--- config.mk ---
export PLATFORM = sky130hd
export DESIGN_NAME = wts_div
export DESIGN_NICKNAME = d
export VERILOG_FILES = /design/src/rtl/core/wts_pkg.sv /design/src/rtl/core/wts_div.sv
export SDC_FILE = /design/constraint.sdc
export NUM_CORES = 1
export LEC_CHECK = 0
export ABC_AREA = 1
export BUFFER_PORTS_ARGS = -buffer_cell sky130_fd_sc_hd__clkbuf_2
export CORE_MARGIN = 4
export CORE_UTILIZATION = 55
export CTS_CLUSTER_SIZE = 12
export DETAILED_ROUTE_END_ITERATION = 8
export PLACE_DENSITY = 0.84
export SYNTH_ARGS = -nofsm -noshare
export SYNTH_HDL_FRONTEND = slang
export SYNTH_SLANG_ARGS = --single-unit
--- constraint.sdc ---
create_clock -name clk_i -period 6.2 [get_ports clk_i]
set_input_delay 1.24 -clock clk_i [delete_from_list [all_inputs] [get_ports clk_i]]
set_output_delay 1.24 -clock clk_i [all_outputs]
set_load 0.05 [all_outputs]
--- src/rtl/core/wts_pkg.sv ---
`default_nettype none

package wts_pkg;

  // default arithmetic widths, signed fixed point
  localparam int unsigned VALUE_WIDTH_DEF = 32;
  localparam int unsigned FRAC_BITS_DEF   = 16;

  // item kinds carried on tuser of the input stream
  typedef enum logic {
    MODE_LOAD    = 1'b0,
    MODE_PROJECT = 1'b1
  } mode_e;

  // camera word addresses
  localparam logic [3:0] CAM_RIGHT  = 4'd0;
  localparam logic [3:0] CAM_UP     = 4'd3;
  localparam logic [3:0] CAM_FWD    = 4'd6;
  localparam logic [3:0] CAM_TRANS  = 4'd9;
  localparam logic [3:0] CAM_VIEW   = 4'd12;
  localparam logic [3:0] CAM_DIV    = 4'd14;

  localparam int unsigned CAM_DEPTH = 16;
  localparam int unsigned CAM_AW    = 4;

endpackage

`default_nettype wire

--- src/rtl/core/wts_div.sv ---
`default_nettype none

// signed fixed-point divider, (num * 2^FRAC_BITS) / den, truncated toward
// zero and saturated; restoring radix-2, one quotient bit per cycle
module wts_div import wts_pkg::*; #(
  parameter int unsigned VALUE_WIDTH = VALUE_WIDTH_DEF,
  parameter int unsigned FRAC_BITS   = FRAC_BITS_DEF
) (
  input  wire                          clk_i,
  input  wire                          rst_ni,
  input  wire                          start_i,
  input  wire signed [VALUE_WIDTH-1:0] num_i,
  input  wire signed [VALUE_WIDTH-1:0] den_i,
  output logic                         busy_o,
  output logic                         done_o,
  output logic signed [VALUE_WIDTH-1:0] quot_o
);

  localparam int unsigned W  = VALUE_WIDTH;
  localparam int unsigned QW = VALUE_WIDTH + FRAC_BITS;
  localparam int unsigned CW = $clog2(QW + 1);
  localparam logic [W-1:0] SMAX = {1'b0, {(W-1){1'b1}}};
  localparam logic [W-1:0] SMIN = {1'b1, {(W-1){1'b0}}};

  typedef enum logic [1:0] {
    D_IDLE,
    D_RUN,
    D_FIN
  } dstate_e;

  dstate_e        state_q;
  logic [CW-1:0]  cnt_q;
  logic [W-1:0]   rem_q;
  logic [W-1:0]   den_q;
  logic [QW-1:0]  qr_q;
  logic           neg_q;
  logic           done_q;
  logic [W-1:0]   quot_q;

  logic [W-1:0]   num_mag;
  logic [W-1:0]   den_mag;
  logic [W:0]     rem_sh;
  logic           ge;
  logic [W:0]     rem_sub;
  logic           big_pos;
  logic           big_neg;
  logic [W-1:0]   q_low;

  // magnitudes of the operands
  always_comb begin
    num_mag = num_i[W-1] ? (~num_i + 1'b1) : num_i;
    den_mag = den_i[W-1] ? (~den_i + 1'b1) : den_i;
  end

  // one restoring step
  always_comb begin
    rem_sh  = {rem_q, qr_q[QW-1]};
    ge      = rem_sh >= {1'b0, den_q};
    rem_sub = rem_sh - {1'b0, den_q};
  end

  // saturation of the unsigned quotient
  always_comb begin
    q_low   = qr_q[W-1:0];
    big_pos = |qr_q[QW-1:W-1];
    big_neg = big_pos && !((qr_q[QW-1:W] == '0) && (qr_q[W-2:0] == '0));
  end

  always_ff @(posedge clk_i or negedge rst_ni) begin
    if (!rst_ni) begin
      state_q <= D_IDLE;
      cnt_q   <= '0;
      done_q  <= 1'b0;
    end else begin
      done_q <= 1'b0;
      case (state_q)
        D_IDLE: begin
          if (start_i) begin
            if (den_i == '0) begin
              // zero divisor saturates by the sign of the numerator; a zero numerator gives zero
              if (num_i == '0) begin
                quot_q <= '0;
              end else if (num_i[W-1]) begin
                quot_q <= SMIN;
              end else begin
                quot_q <= SMAX;
              end
              done_q <= 1'b1;
            end else begin
              rem_q   <= '0;
              den_q   <= den_mag;
              qr_q    <= {num_mag, {FRAC_BITS{1'b0}}};
              neg_q   <= num_i[W-1] ^ den_i[W-1];
              cnt_q   <= '0;
              state_q <= D_RUN;
            end
          end
        end
        D_RUN: begin
          rem_q <= ge ? rem_sub[W-1:0] : rem_sh[W-1:0];
          qr_q  <= {qr_q[QW-2:0], ge};
          cnt_q <= cnt_q + 1'b1;
          if (cnt_q == CW'(QW - 1)) begin
            state_q <= D_FIN;
          end
        end
        D_FIN: begin
          if (neg_q) begin
            quot_q <= big_neg ? SMIN : (~q_low + 1'b1);
          end else begin
            quot_q <= big_pos ? SMAX : q_low;
          end
          done_q  <= 1'b1;
          state_q <= D_IDLE;
        end
        default: begin
          state_q <= D_IDLE;
        end
      endcase
    end
  end

  assign busy_o = state_q != D_IDLE;
  assign done_o = done_q;
  assign quot_o = quot_q;

endmodule

`default_nettype wire
# Word level (Yosys, flattened, before mapping)

Index checks and enable logic that the tools add are counted.
Widths: inputs -> output; s select.

Bits in registers: 154
Input bits: 67
Output and inout bits: 34
Word-level logic and storage cells: 71

Add/sub/neg operators: 5
Magnitude comparators: 1
Eq/ne operators: 7
Multiplexer cells: 27
Bitwise operators: 5
Reductions and logical operators: 17

Operator list:

| kind                  | count |
|---|---|
| $mux 32               | 11 |
| $pmux 32 s2           | 2 |
| $add 32x1->32 const B | 3 |
| $mux 48               | 2 |
| $not 32->32           | 3 |
| $pmux 48 s2           | 1 |
| $logic_not 32->1      | 2 |
| $ge 33x32->1          | 1 |
| $sub 32x32->32        | 1 |
| $logic_not 31->1      | 1 |
| $mux 31               | 1 |
| $reduce_or 17->1      | 1 |
| $logic_not 16->1      | 1 |
| $mux 6                | 2 |
| $pmux 6 s2            | 1 |
| $reduce_and 4->1      | 3 |
| $ne 2x2->1 const B    | 4 |
| $add 6x1->6 const B   | 1 |
| $eq 6x6->1 const B    | 1 |
| $mux 2                | 3 |
| $reduce_and 3->1      | 2 |
| $reduce_bool 2->1     | 3 |
| $pmux 2 s2            | 1 |
| $eq 2x1->1 const B    | 1 |
| 8 further kinds       | 10 |

# Longest topological paths before layout

Word-level depth: 7
Mapped depth: 17
Mapped depth without buffers: 15

# Worst setup path before layout

No wires, ideal clock.

Path type: input to register
Start point: in den_i[0]
End point: reg qr_q[0] (enable)
Setup time: 519 ps
Data arrival time: 5,315 ps
Required time: 5,681 ps
Slack: 365 ps
Stages on the path: 9
Path buffers: 0
Cells stage by stage: inv_1 > ha_1 > nand3_1 > nor4_1 > nand3b_1 > nand2_1 > nand2_1 > nand2_1 > nor2_1

Cells in the longest elaborated chain, start to end: 3

RTL lines:

| item                       | RTL line       | RTL |
|---|---|---|
| start: declaration         | wts_div.sv:13  | `input wire signed [VALUE_WIDTH-1:0] den_i,` |
| $logic_not 32->1           | wts_div.sv:79  | `if (den_i == '0) begin` |
| $ne 2x2->1 (no line)       | n/a            |  |
| $reduce_and 4->1 (no line) | n/a            |  |
| end signal: assignment     | wts_div.sv:92  | `qr_q <= {num_mag, {FRAC_BITS{1'b0}}};` |
| end signal: assignment     | wts_div.sv:101 | `qr_q <= {qr_q[QW-2:0], ge};` |
| end: declaration           | wts_div.sv:35  | `logic [QW-1:0] qr_q;` |

No other way between the ends.
A chain may end at the register's enable or synchronous reset.

# Worst setup path in the final report

Start point: in den_i[31]
End point: reg rem_q[4] (enable)

Cells in the longest elaborated chain, start to end: 3

RTL lines:

| item                       | RTL line       | RTL |
|---|---|---|
| $logic_not 32->1           | wts_div.sv:79  |  |
| $ne 2x2->1 (no line)       | n/a            |  |
| $reduce_and 4->1 (no line) | n/a            |  |
| end signal: assignment     | wts_div.sv:100 | `rem_q <= ge ? rem_sub[W-1:0] : rem_sh[W-1:0];` |
| end: declaration           | wts_div.sv:33  | `logic [W-1:0] rem_q;` |

No other way between the ends.

==> results.toml <==
[clock_tree]
h-tree-depth = 4
cts_tree = "yes"
cts.path.max_buffers = 2
cts_made_buffers = 17
post_cts_buffers = 0
cts_resized = 0
cts-root-buf = "clkbuf_16"
hold_buffers = 0
clock_sinks = 154
path_clk_slew_ns = 0.06
clkLatencyLatePin_ns = 0.45

[synthesis]
ys_warn_count = 0
synthFlopType = "edfxtp_1"
netlist_area_um2 = 12300
synth-seq-area-share_pct = 37.2
synth_nets = 1842
synthArstFlopShare_pct = 5.84
synth_edf_count = 145
synthCells = 1738
ys_ff_latch = 154
syn_avg_cell_area_um2 = 7.08
synthDistinctLibCells = 47

[pwr]
pwr-share-comb_pct = 43.4
p_switching_uw = 1770
vdd_drop_max_mv = 0.208
clkPwrFrac_pct = 23.9
p_sw_share_pct = 42.5
leakagePower_uw = 0.00649
power_frac_seq_pct = 32.7
internal_power_uw = 2390
p_per_area_nw_per_um2 = 308
p_total_uw = 4160

[placement]
gp_congestion = 0.933
io_buffer_count = 100
dpl-instance-area_um2 = 13000
dp_hpwl_um = 24800

[sta]
final.min_clock_period_ns = 3.76
worst_pin_slew_ns = 1.18
maxSlewHeadroom_pct = 21.3
slew_viol_final = 0
clock.fmax_ghz = 0.266
skew_ns = 0.0166
setup_viol = 0
finalHoldViolations = 0
fin_crit_sh_pct = 60.6
finalSetupTns_ns = 0
rsz0062_at_grt = "no"

[critical_path]
crit-reg2reg-capture = "quot_o[18]"
slowest_stage = "nor2_4"
r2r_slack_ns = 3.18
worstPathCellList = "clkbuf_2, nor3_1, nand3_1, nand3b_1, nand2_1, nand2_1, nand2_1, nor2_4, buf_4"
slowest_delay_ns = 0.85
cp-end-kind = "flip-flop"
ff2ff_path_depth = 9
crit_required_ns = 6.31
regToRegStartpoint = "qr_q[36]"
worstPathArrival_ns = 3.87
cp_max_fo = 38
crit_type = "primary input to flip-flop"
crit_top_cell = "nand2_1"
start_kind = "primary input"

[routing]
antenna_left = 0
first_iter_violations = 1302
first_pass_iters = 6
post_drt_wl_per_cell_um = 15.6
wl_um = 32900
num_vias = 11500
drc = 0
viasPerCell = 5.43

[min_path]
hold_end = "cnt_q[5]"
min_from = "cnt_q[5]"
hold_depth = 2
hold_class = "flip-flop to flip-flop"

[floorplanning]
dieHeight_um = 158
die_w_um = 158
rows = 54
start_util_pct = 56.2
ios = 101
core_area_um2 = 21900
dieArea_um2 = 24800

[layout]
diodes = 0
drive_gt1_share_pct = 13.7
multiInputGateArea_um2 = 6390
mostFrequentLayoutCells = "530 x nand2_1, 271 x inv_1, 204 x nor2_1, 145 x edfxtp_1, 109 x nand3_1"
fin_area_um2 = 13500
n_fill_cell = 1930
ff_latch_area_um2 = 4580
final_nets = 1926
layout_commonest_cell = "nand2_1"
area_delta_synth_final_pct = 9.68

[global_routing]
grt_first_pass_wirelength_um = 53000
grt_start_max_net_pins = 78
grt_pass1_vias = 10700
gr-usage-all-layers_pct = 26.8
antenna_found_initial = 0
grt.overflow.total = 0

[status]
status = "complete, no violations"

[job]
cap_violations = 0
-- routing by layer --
| layer | share of wire [%] | global-route usage, % |
|---|---|---|
| met1 | 45 | 38.9 |
| met2 | 43 | 40.4 |
| met3 | 10 | 6.81 |
| met4 | 1.9 | 6.80 |
| met5 | 0 | 0 |
-- power by group through the flow --
stage	clock network, uW	logic, uW	registers, uW
after floorplan	0	1420	1350
after global placement	0	1710	1370
after detailed placement	0	1750	1380
after CTS	989	1760	1360
after global routing	1050	2010	1370
final	995	1800	1360
-- metrics by stage --
| step | setup slack [ns] | hold WS [ns] | instances | utilization, % |
|---|---|---|---|---|
| CTS | 2.47 | 0.529 | 2115 | 61.7 |
| global placement | 2.13 | 0.503 | 2083 | 59.2 |
| global route | 2.25 | 0.567 | 2115 | 61.7 |
| finish | 2.44 | 0.527 | 2115 | 61.7 |
| floorplan | 0.365 | 0.479 | 1738 | - |
| detailed placement | 2.03 | 0.513 | 2083 | 59.2 |
-- kinds of logic (layout without fill, tap and decap cells) --
logic type | after synthesis | count (layout) | synth area share, %
AOI/OAI and AO/OA | 146 | 146 | 6.88
xor gates and xnor gates | 83 | 83 | 5.91
adders and majority gates | 37 | 37 | 3.82
buffers and inverters | 328 | 425 | 11.0
DFF | 154 | 154 | 37.2
and+or+nand+nor | 990 | 990 | 35.2
-- critical path, delay by kind of cell --
| family | cells | cell delay, ns |
|---|---|---|
| buffers and inverters | 2 | 0.88 |
| and+or+nand+nor | 7 | 1.71 |
-- Yosys cell counts, drive strengths merged, types with 4 or more instances --
cell | count | area share (%)
ha | 36 | 3.7
buf | 18 | 1.5
nand3b | 18 | 1.2
xor2 | 72 | 5.1
o21ai | 108 | 5.1
a21oi | 24 | 0.98
clkbuf | 23 | 0.70
inv | 285 | 8.8
nand3 | 113 | 4.8
edfxtp | 145 | 35
xnor2 | 11 | 0.78
nand4 | 15 | 0.76
nand2 | 551 | 18
nor2 | 252 | 9.0
or2 | 4 | 0.20
dfrtp | 9 | 1.8
and2 | 9 | 0.48
nor4 | 6 | 0.31
nor3 | 22 | 0.94
-- state kept, by name, indices dropped and copies added, names as in the netlist --
signal,flops
qr_q,48
den_q,32
quot_o,32
rem_q,32
cnt_q,6
state_q,2
done_o,1
neg_q,1
-- cell type report --
type,count,share of cell area [%]
multi-input combinational,1256,47.4
clock buffer,19,3.21
clock inverter,13,0.816
timing repair buffer,106,4.04
inverter,287,8.06
sequential,154,33.9
tap,280,2.60
-- how the worst max path moves through the flow --
stage | end | slack [ns] | start | cells after the start
after CTS | rem_q[4] | 2.47 | den_i[31] | 9
after floorplan | qr_q[0] | 0.37 | den_i[0] | 9
after global placement | rem_q[15] | 2.13 | den_i[31] | 9
final | rem_q[4] | 2.44 | den_i[31] | 9
after detailed placement | rem_q[12] | 2.03 | den_i[31] | 9
after global routing | rem_q[4] | 2.25 | den_i[31] | 9
Power figures use the tool's default switching activity.
